[src/afd_pkg.sv]
`default_nettype none

package afd_pkg;

    localparam logic signed [15:0] RAIL_POS = 16'sd32000;
    localparam logic signed [15:0] RAIL_NEG = -16'sd32000;

    localparam logic [3:0] RAILED_POLLS = 4'd12;
    localparam logic [3:0] COUNT_MAX    = 4'd15;

    localparam int unsigned RESET_BACKOFF_US = 5000000;

    localparam logic [1:0] AXIS_X = 2'd0;
    localparam logic [1:0] AXIS_Y = 2'd1;

    localparam int CFG_INDEX_BITS = 3;
    localparam int CFG_DATA_BITS  = 24;
    localparam int ACCEL_BITS     = 48;
    localparam int OUT_BITS       = 24;

    localparam logic [CFG_INDEX_BITS-1:0] REG_UP_AXIS          = 3'd0;
    localparam logic [CFG_INDEX_BITS-1:0] REG_UP_NEGATIVE      = 3'd1;
    localparam logic [CFG_INDEX_BITS-1:0] REG_FLIP_THRESHOLD   = 3'd2;
    localparam logic [CFG_INDEX_BITS-1:0] REG_FLIP_VOTES       = 3'd3;
    localparam logic [CFG_INDEX_BITS-1:0] REG_MOTION_THRESHOLD = 3'd4;
    localparam logic [CFG_INDEX_BITS-1:0] REG_MOTION_HOLD_US   = 3'd5;

    typedef struct packed {
        logic signed [15:0] z;
        logic signed [15:0] y;
        logic signed [15:0] x;
    } accel_t;

    typedef struct packed {
        logic [1:0]  up_axis;
        logic        up_negative;
        logic [14:0] flip_threshold;
        logic [3:0]  flip_votes;
        logic [17:0] motion_threshold;
        logic [23:0] motion_hold_us;
    } cfg_t;

    localparam cfg_t CFG_RESET = '{
        up_axis:          2'd1,
        up_negative:      1'b1,
        flip_threshold:   15'd3500,
        flip_votes:       4'd3,
        motion_threshold: 18'd220,
        motion_hold_us:   24'd1000000
    };

    typedef struct packed {
        logic [17:0] motion;
        logic        moving;
        logic        handled;
    } motion_res_t;

    typedef struct packed {
        logic inverted;
        logic reset_request;
        logic up_railed;
    } orient_res_t;

    function automatic logic is_railed(input logic signed [15:0] x);
        return (x <= RAIL_NEG) || (x >= RAIL_POS);
    endfunction

    // absolute change of one axis, zero when either reading is railed
    function automatic logic [16:0] axis_change(input logic signed [15:0] a,
                                                input logic signed [15:0] p);
        logic signed [16:0] d;
        d = $signed({a[15], a}) - $signed({p[15], p});
        if (is_railed(a) || is_railed(p))
        begin
            return 17'd0;
        end
        return d[16] ? 17'(-d) : 17'(d);
    endfunction

endpackage

`default_nettype wire

[src/afd_motion.sv]
`default_nettype none

module afd_motion #(
    parameter int TIME_BITS = 48
) (
    input  wire                         clk,
    input  wire                         rst_n,
    input  wire                         en,
    input  afd_pkg::cfg_t               cfg,
    input  afd_pkg::accel_t             accel,
    input  wire [TIME_BITS-1:0]         now,
    output afd_pkg::motion_res_t        res
);

    afd_pkg::accel_t        prev_reg;
    afd_pkg::accel_t        prev_next;
    logic                   have_prev_reg;
    logic                   have_prev_next;
    logic                   prev_moved_reg;
    logic                   prev_moved_next;
    logic [17:0]            last_motion_reg;
    logic [17:0]            last_motion_next;
    logic [TIME_BITS-1:0]   moved_time_reg;
    logic [TIME_BITS-1:0]   moved_time_next;
    logic [TIME_BITS-1:0]   handled_time_reg;
    logic [TIME_BITS-1:0]   handled_time_next;

    logic [17:0]            sum;
    logic                   moved;

    // a zero stamp means never
    function automatic logic held(input logic [TIME_BITS-1:0] stamp,
                                  input logic [TIME_BITS-1:0] t,
                                  input logic [23:0] hold);
        logic [TIME_BITS-1:0] elapsed;
        elapsed = t - stamp;
        return (stamp != '0) && (elapsed < TIME_BITS'(hold));
    endfunction

    always_comb
    begin
        sum = 18'(afd_pkg::axis_change(accel.x, prev_reg.x))
            + 18'(afd_pkg::axis_change(accel.y, prev_reg.y))
            + 18'(afd_pkg::axis_change(accel.z, prev_reg.z));
        moved = sum > cfg.motion_threshold;

        prev_next         = accel;
        have_prev_next    = 1'b1;
        prev_moved_next   = prev_moved_reg;
        last_motion_next  = last_motion_reg;
        moved_time_next   = moved_time_reg;
        handled_time_next = handled_time_reg;

        if (have_prev_reg)
        begin
            last_motion_next = sum;
            prev_moved_next  = moved;
            if (moved)
            begin
                moved_time_next = now;
            end
            if (moved && prev_moved_reg)
            begin
                handled_time_next = now;
            end
        end

        res.motion  = last_motion_next;
        res.moving  = held(moved_time_next, now, cfg.motion_hold_us);
        res.handled = held(handled_time_next, now, cfg.motion_hold_us);
    end

    always_ff @(posedge clk or negedge rst_n)
    begin
        if (!rst_n)
        begin
            prev_reg         <= '0;
            have_prev_reg    <= 1'b0;
            prev_moved_reg   <= 1'b0;
            last_motion_reg  <= '0;
            moved_time_reg   <= '0;
            handled_time_reg <= '0;
        end
        else if (en)
        begin
            prev_reg         <= prev_next;
            have_prev_reg    <= have_prev_next;
            prev_moved_reg   <= prev_moved_next;
            last_motion_reg  <= last_motion_next;
            moved_time_reg   <= moved_time_next;
            handled_time_reg <= handled_time_next;
        end
    end

endmodule

`default_nettype wire

[src/afd_orient.sv]
`default_nettype none

module afd_orient #(
    parameter int TIME_BITS = 48
) (
    input  wire                         clk,
    input  wire                         rst_n,
    input  wire                         en,
    input  afd_pkg::cfg_t               cfg,
    input  afd_pkg::accel_t             accel,
    input  wire [TIME_BITS-1:0]         now,
    output afd_pkg::orient_res_t        res
);

    logic                   inverted_reg;
    logic                   inverted_next;
    logic [3:0]             streak_reg;
    logic [3:0]             streak_next;
    logic [3:0]             railed_cnt_reg;
    logic [3:0]             railed_cnt_next;
    logic [TIME_BITS-1:0]   gate_reg;
    logic [TIME_BITS-1:0]   gate_next;

    logic signed [15:0]     a_up;
    logic signed [15:0]     other;
    logic                   up_bad;
    logic                   req;
    logic signed [16:0]     v;
    logic signed [16:0]     other_ext;
    logic signed [16:0]     thr;
    logic signed [16:0]     neg_thr;
    logic [16:0]            mag_v;
    logic [16:0]            mag_o;
    logic                   dominant;
    logic                   wants;
    logic [3:0]             streak_inc;
    logic [3:0]             railed_inc;

    always_comb
    begin
        case (cfg.up_axis)
            afd_pkg::AXIS_X:
            begin
                a_up  = accel.x;
                other = accel.y;
            end
            afd_pkg::AXIS_Y:
            begin
                a_up  = accel.y;
                other = accel.x;
            end
            default:
            begin
                a_up  = accel.z;
                other = accel.x;
            end
        endcase

        up_bad    = afd_pkg::is_railed(a_up);
        v         = cfg.up_negative ? -$signed({a_up[15], a_up}) : $signed({a_up[15], a_up});
        other_ext = $signed({other[15], other});
        mag_v     = v[16] ? 17'(-v) : 17'(v);
        mag_o     = other_ext[16] ? 17'(-other_ext) : 17'(other_ext);
        thr       = $signed({2'b00, cfg.flip_threshold});
        neg_thr   = -thr;
        dominant  = afd_pkg::is_railed(other) || (mag_v > mag_o);
        wants     = dominant && (inverted_reg ? (v > thr) : (v < neg_thr));

        streak_inc = (streak_reg == afd_pkg::COUNT_MAX) ? streak_reg : streak_reg + 4'd1;
        railed_inc = (railed_cnt_reg == afd_pkg::COUNT_MAX) ? railed_cnt_reg
                                                            : railed_cnt_reg + 4'd1;

        inverted_next   = inverted_reg;
        streak_next     = streak_reg;
        railed_cnt_next = railed_cnt_reg;
        gate_next       = gate_reg;
        req             = 1'b0;

        if (up_bad)
        begin
            railed_cnt_next = railed_inc;
            if ((railed_inc >= afd_pkg::RAILED_POLLS) && (now > gate_reg))
            begin
                req             = 1'b1;
                railed_cnt_next = 4'd0;
                gate_next       = now + TIME_BITS'(afd_pkg::RESET_BACKOFF_US);
            end
        end
        else
        begin
            railed_cnt_next = 4'd0;
            streak_next     = wants ? streak_inc : 4'd0;
            if (streak_next >= cfg.flip_votes)
            begin
                inverted_next = !inverted_reg;
                streak_next   = 4'd0;
            end
        end

        res.inverted      = inverted_next;
        res.reset_request = req;
        res.up_railed     = up_bad;
    end

    always_ff @(posedge clk or negedge rst_n)
    begin
        if (!rst_n)
        begin
            inverted_reg   <= 1'b0;
            streak_reg     <= '0;
            railed_cnt_reg <= '0;
            gate_reg       <= '0;
        end
        else if (en)
        begin
            inverted_reg   <= inverted_next;
            streak_reg     <= streak_next;
            railed_cnt_reg <= railed_cnt_next;
            gate_reg       <= gate_next;
        end
    end

endmodule

`default_nettype wire

[src/accel_orientation_flip_detector.sv]
// path: an accepted sample loads the input register, then moves to the result register
// once that is empty or its result is taken; throughput: one sample per cycle while
// the output is not stalled; all state updates in the single stage between the input
// register and the result register; a result not taken holds the input
// reset: rst_n is asynchronous, active low; clears the valid flags of both stages,
// all detector state and loads the default register values
`default_nettype none

module accel_orientation_flip_detector #(
    parameter int TIME_BITS = 48
) (
    input  wire                                    clk,
    input  wire                                    rst_n,
    input  wire                                    s_axis_tvalid,
    output logic                                   s_axis_tready,
    // accel_x, accel_y, accel_z, time_us, zero pad
    input  wire [((afd_pkg::ACCEL_BITS+TIME_BITS+7)/8)*8-1:0] s_axis_tdata,
    output logic                                   m_axis_tvalid,
    input  wire                                    m_axis_tready,
    // inverted, motion, moving, handled, reset_request, up_railed, zero pad
    output logic [afd_pkg::OUT_BITS-1:0]           m_axis_tdata,
    input  wire                                    cfg_we,
    input  wire [afd_pkg::CFG_INDEX_BITS-1:0]      cfg_index,
    input  wire [afd_pkg::CFG_DATA_BITS-1:0]       cfg_data
);

    afd_pkg::cfg_t          cfg_reg;
    afd_pkg::cfg_t          cfg_next;

    logic                   in_valid_reg;
    logic                   in_valid_next;
    afd_pkg::accel_t        in_accel_reg;
    logic [TIME_BITS-1:0]   in_time_reg;

    logic                   out_valid_reg;
    logic                   out_valid_next;
    logic [afd_pkg::OUT_BITS-1:0] out_data_reg;
    logic [afd_pkg::OUT_BITS-1:0] out_data_next;

    logic                   s_fire;
    logic                   advance;

    afd_pkg::motion_res_t   motion_res;
    afd_pkg::orient_res_t   orient_res;

    assign advance       = in_valid_reg && (!out_valid_reg || m_axis_tready);
    assign s_axis_tready = !in_valid_reg || advance;
    assign s_fire        = s_axis_tvalid && s_axis_tready;
    assign m_axis_tvalid = out_valid_reg;
    assign m_axis_tdata  = out_data_reg;

    afd_motion #(
        .TIME_BITS (TIME_BITS)
    ) u_motion (
        .clk   (clk),
        .rst_n (rst_n),
        .en    (advance),
        .cfg   (cfg_reg),
        .accel (in_accel_reg),
        .now   (in_time_reg),
        .res   (motion_res)
    );

    afd_orient #(
        .TIME_BITS (TIME_BITS)
    ) u_orient (
        .clk   (clk),
        .rst_n (rst_n),
        .en    (advance),
        .cfg   (cfg_reg),
        .accel (in_accel_reg),
        .now   (in_time_reg),
        .res   (orient_res)
    );

    always_comb
    begin
        cfg_next = cfg_reg;
        if (cfg_we)
        begin
            case (cfg_index)
                afd_pkg::REG_UP_AXIS:          cfg_next.up_axis = cfg_data[1:0];
                afd_pkg::REG_UP_NEGATIVE:      cfg_next.up_negative = cfg_data[0];
                afd_pkg::REG_FLIP_THRESHOLD:   cfg_next.flip_threshold = cfg_data[14:0];
                afd_pkg::REG_FLIP_VOTES:       cfg_next.flip_votes = cfg_data[3:0];
                afd_pkg::REG_MOTION_THRESHOLD: cfg_next.motion_threshold = cfg_data[17:0];
                afd_pkg::REG_MOTION_HOLD_US:   cfg_next.motion_hold_us = cfg_data[23:0];
                default:                       cfg_next = cfg_reg;
            endcase
        end
    end

    always_comb
    begin
        in_valid_next = in_valid_reg;
        if (s_fire)
        begin
            in_valid_next = 1'b1;
        end
        else if (advance)
        begin
            in_valid_next = 1'b0;
        end

        out_valid_next = out_valid_reg;
        if (advance)
        begin
            out_valid_next = 1'b1;
        end
        else if (m_axis_tready)
        begin
            out_valid_next = 1'b0;
        end

        out_data_next = {1'b0, orient_res.up_railed, orient_res.reset_request,
                         motion_res.handled, motion_res.moving, motion_res.motion,
                         orient_res.inverted};
    end

    always_ff @(posedge clk or negedge rst_n)
    begin
        if (!rst_n)
        begin
            cfg_reg       <= afd_pkg::CFG_RESET;
            in_valid_reg  <= 1'b0;
            out_valid_reg <= 1'b0;
        end
        else
        begin
            cfg_reg       <= cfg_next;
            in_valid_reg  <= in_valid_next;
            out_valid_reg <= out_valid_next;
        end
    end

    // payload stages
    always_ff @(posedge clk)
    begin
        if (s_fire)
        begin
            in_accel_reg <= s_axis_tdata[afd_pkg::ACCEL_BITS-1:0];
            in_time_reg  <= s_axis_tdata[afd_pkg::ACCEL_BITS +: TIME_BITS];
        end
        if (advance)
        begin
            out_data_reg <= out_data_next;
        end
    end

    a_req_needs_rail: assert property (@(posedge clk) disable iff (!rst_n)
        m_axis_tvalid && m_axis_tdata[21] |-> m_axis_tdata[22])
        else $error("reset request without railed up axis");

    a_stalled_input_holds: assert property (@(posedge clk) disable iff (!rst_n)
        in_valid_reg && !advance |=> in_valid_reg && $stable(in_time_reg)
                                     && $stable(in_accel_reg))
        else $error("stalled sample lost or changed");

    a_advance_gives_result: assert property (@(posedge clk) disable iff (!rst_n)
        advance |=> m_axis_tvalid)
        else $error("processed sample produced no result");

endmodule

`default_nettype wire
[config.mk]
export PLATFORM = sky130hd
export DESIGN_NAME = accel_orientation_flip_detector
export DESIGN_NICKNAME = d
export VERILOG_FILES = /design/src/afd_pkg.sv /design/src/afd_motion.sv /design/src/afd_orient.sv /design/src/accel_orientation_flip_detector.sv
export SDC_FILE = /design/constraint.sdc
export NUM_CORES = 2
export LEC_CHECK = 0
export ABC_AREA = 1
export BUFFER_PORTS_ARGS = -buffer_cell sky130_fd_sc_hd__buf_2
export CORE_ASPECT_RATIO = 1.1
export CORE_MARGIN = 10
export CORE_UTILIZATION = 30
export DETAILED_ROUTE_END_ITERATION = 16
export HOLD_SLACK_MARGIN = 0.02
export SETUP_SLACK_MARGIN = 0.02
export SLEW_MARGIN = 20
export SYNTH_ARGS = -nofsm -noshare
export SYNTH_HDL_FRONTEND = slang
export SYNTH_SLANG_ARGS = --single-unit
export TNS_END_PERCENT = 50
[constraint.sdc]
create_clock -name clk -period 9.8 [get_ports clk]
set_input_delay 0.49 -clock clk [delete_from_list [all_inputs] [get_ports clk]]
set_output_delay 0.49 -clock clk [all_outputs]
set_load 0.01 [all_outputs]
==> results list <==
- Outcome: complete, no violations
- Entering global routing, the biggest net connects ~150 pins.
- Setup violations remaining at the end of the flow were counted as 0.
* Root Buffer: sky130_fd_sc_hd__clkbuf_16
- STA puts the critical path data required time at about 10 ns.
- Met2 Routed Length: slightly above 60000 µm
- The number of antenna violations at the first check in global routing was 5.
- After detailed routing, the number of vias per cell comes to around 5.0.
* CTS max path bufs: 3
- Element type at the critical path start: register
- I/O pins: 154
- Counting every instance in the synthesized netlist gives 5414.
- The net count of the finished layout is 6216.
- Transition time at the pin with the least slew margin: ~1.0 ns
- In the final layout, the share of cells above drive strength 1 is around 9%.
- Max-cap violations in this run came to 0.
* Total area of multi-input combinational cells: between 20000 and 25000 µm²
- Number of sinks handled by clock tree synthesis: 406
- Warnings from Yosys: 0
* Number of pins with negative max-slew slack in the final report: 0
- Port buffering added about 150 buffers.
* Share of Yosys cell area claimed by the top area cell type: between 10% and 20%
* Remaining max-slew budget at the tightest pin: roughly a third
- Final weighted congestion of routability-driven global placement: 0.988
* Top routing layer used: met5
- Among the stages of the critical path, the cell type that occurs most often is sky130_fd_sc_hd__nand2_1.
- The die is around 350 µm wide.
- Number of rows in the core area: about 130
* Yosys reg bits: ~410
- The first detailed-routing pass took 7 iterations.
- Critical path's top delay family: simple AND/OR/NAND/NOR gates
- In this run the number of H-tree levels came out at 2.
- Fillcell total: ~13k
* Sequential cell area fraction in the yosys report: 29.8%
- For this run the aggregate overflow at the end of global routing stands at 0.
- In the synthesized netlist the dominant register cell turns out to be sky130_fd_sc_hd__dfrtp_1.
* Post-route met1 wirelength: between 50000 and 60000 µm
- Post-route clock period utilization: between 90 and 100%
* Tmin final: just over 9 ns
* Library cells used by synthesis: 54
- The synthesized design contains about 120 enable-type register cells.
- Summed over all instances, the cell type with the most area after synthesis is sky130_fd_sc_hd__dfrtp_1.
* Slowest Stage Delay on Critical Path: 0.58 ns
- For this run, asynchronously set or reset flops after synthesis account for 70.7%.
* Largest cells by area after synthesis: sky130_fd_sc_hd__dfrtp_1, sky130_fd_sc_hd__nand2_1, sky130_fd_sc_hd__ha_1, sky130_fd_sc_hd__edfxtp_1, sky130_fd_sc_hd__inv_1
- Reg2Reg Setup Slack: ~0.68 ns
* First-pass GRT wire length: between 200000 and 250000 µm
- Vias in the first global route: ~35k
- Initial cell density of the core: 30.2%
- Drt total wl: between 100000 and 150000 µm
- After detailed routing, the average wire length per cell comes to approximately 18 µm.
* Final-layout worst hold slack: about 0.048 ns
* Highest-count cells in the layout ignoring fill and taps: sky130_fd_sc_hd__nand2_1, sky130_fd_sc_hd__inv_1, sky130_fd_sc_hd__o21ai_0
- Path category of the worst min-delay check: in2reg
- 1st-iter DRT viols: around 3.4k
- Type of destination of the critical path: register
* Largest register FFs: between 60 and 70
- On the critical path, the stage with the largest delay is an instance of sky130_fd_sc_hd__fa_1.
- Overall global routing resource usage: between 10% and 20%
* Number of DRC violations after detailed routing: 0
- The detailed router placed ~37k vias in this run.
- STA puts the critical path data arrival time at a little under 10 ns.
* Final worst clock skew: 0.0557 ns
* Crit path buf inv count: 6
- Clock tree synthesis inserted a total of about 50 buffers.
- The routed design uses between 9000 and 10000 µm of met3 wire.
- Total negative setup slack: 0 ns
- Clock-pin slew of the registers on the worst-case setup and hold paths: about 0.07 ns
* DIE HEIGHT: between 300 and 400 µm
- Worst-path maximum fanout: 26
- Registers take 10800 µm².
* Core area: 120000 µm²
- Avg Inst Size Synth: roughly 6.7 µm²
- TritonCTS built the clock tree.
- Derived from the worst setup path, the maximum achievable clock frequency is 0.110 GHz.
* Worst setup path category: reg2reg
- Clock latency on the worst-skew pair, taken at its later pin, is ~0.66 ns.
- Once detail routing completed, the nets flagged for antenna violations numbered 0.
- Area Overhead vs Synth: 17.2%
- Leaving out fill and tap cells, the most frequent cell in the layout is sky130_fd_sc_hd__nand2_1.
- Sum of net half-perimeters after detailed placement: roughly 110000 µm
- Netlist area before placement: between 30000 and 40000 µm²
* Die area: 135000 µm²
- The final hold violation count came to 0.
## routing by layer
metal	GRT usage, %	vias up
li1	-	18084
met1	25.6	17079
met2	31.9	1232
met3	2.45	253
met4	6.92	6
met5	0	-
## path summary, 6_finish.rpt
| path | startpoint | to | cells past startpoint |
|---|---|---|---|
| max | in_accel_reg[32] | m_axis_tdata[19] | 53 |
| min | s_axis_tdata[65] | in_time_reg[17] | 1 |
| max reg2reg | in_accel_reg[32] | m_axis_tdata[19] | 53 |
| min reg2reg | u_motion.moved_time_reg[45] | u_motion.moved_time_reg[45] | 2 |
| max in group asynchronous | rst_n | cfg_reg[46] | 4 |
| min in group asynchronous | rst_n | m_axis_tvalid | 2 |
## synth_stat cells, types with 16 or more instances
cell / instances
sky130_fd_sc_hd__a21oi_1: 261
sky130_fd_sc_hd__a31oi_1: 16
sky130_fd_sc_hd__clkbuf_1: 87
sky130_fd_sc_hd__dfrtp_1: 264
sky130_fd_sc_hd__dfstp_2: 23
sky130_fd_sc_hd__edfxtp_1: 119
sky130_fd_sc_hd__fa_1: 23
sky130_fd_sc_hd__ha_1: 333
sky130_fd_sc_hd__inv_1: 930
sky130_fd_sc_hd__nand2_1: 1582
sky130_fd_sc_hd__nand3_1: 263
sky130_fd_sc_hd__nand3b_1: 24
sky130_fd_sc_hd__nand4_1: 100
sky130_fd_sc_hd__nor2_1: 435
sky130_fd_sc_hd__nor3_1: 69
sky130_fd_sc_hd__nor4_1: 28
sky130_fd_sc_hd__o211ai_1: 19
sky130_fd_sc_hd__o21ai_0: 500
sky130_fd_sc_hd__o21ai_1: 18
sky130_fd_sc_hd__o21bai_1: 23
sky130_fd_sc_hd__xnor2_1: 45
sky130_fd_sc_hd__xor2_1: 129
## cell families (layout without fill, tap and decap cells)
group,count (synthesis),in the layout,synth area share [%]
xor gates and xnor gates,174,174,4.21
AOI/OAI and AO/OA,902,902,13.3
muxes,1,1,0.0276
and+or+nand+nor,2533,2533,28.9
other,2,4,0.0207
DFF,406,406,29.8
adders and majority gates,356,356,12.8
buffers and inverters,1040,1397,11.0
## stage by stage
stage / util [%] / area (µm²) / std cells / setup WS (ns)
detailed placement: 32.9 / 39500 / 7140 / 0.0322
finish: 35.4 / 42500 / 7325 / 0.683
floorplan: - / 36200 / 5415 / 0.858
CTS: 35.0 / 41900 / 7314 / 0.0416
global placement: 32.9 / 39500 / 7140 / 0.177
global route: 35.4 / 42500 / 7324 / -0.0227
## repair_timing
| item | in CTS | in global routing |
|---|---|---|
| gates resized for setup | 3 | 150 |
| pin swaps | 0 | 13 |
| hold endpoints to repair | 159 | 1 |
| setup endpoints to repair | 1 | 2 |
| cloned | 0 | 2 |
| buffers inserted | 0 | 7 |
| hold buffers | 83 | 1 |
## cell type report
class | count | area share, %
Multi-Input combinational cell | 3969 | 51.5
Sequential cell | 406 | 25.4
Inverter | 937 | 8.29
Timing Repair Buffer | 369 | 6.39
Tap cell | 1552 | 4.57
Clock buffer | 72 | 3.43
Clock inverter | 19 | 0.427
Antenna cell | 1 | 0.00589
Power is left out: the tool's default activity adds up to more than one toggle a clock period on the data nets, which glitch-free logic cannot reach.
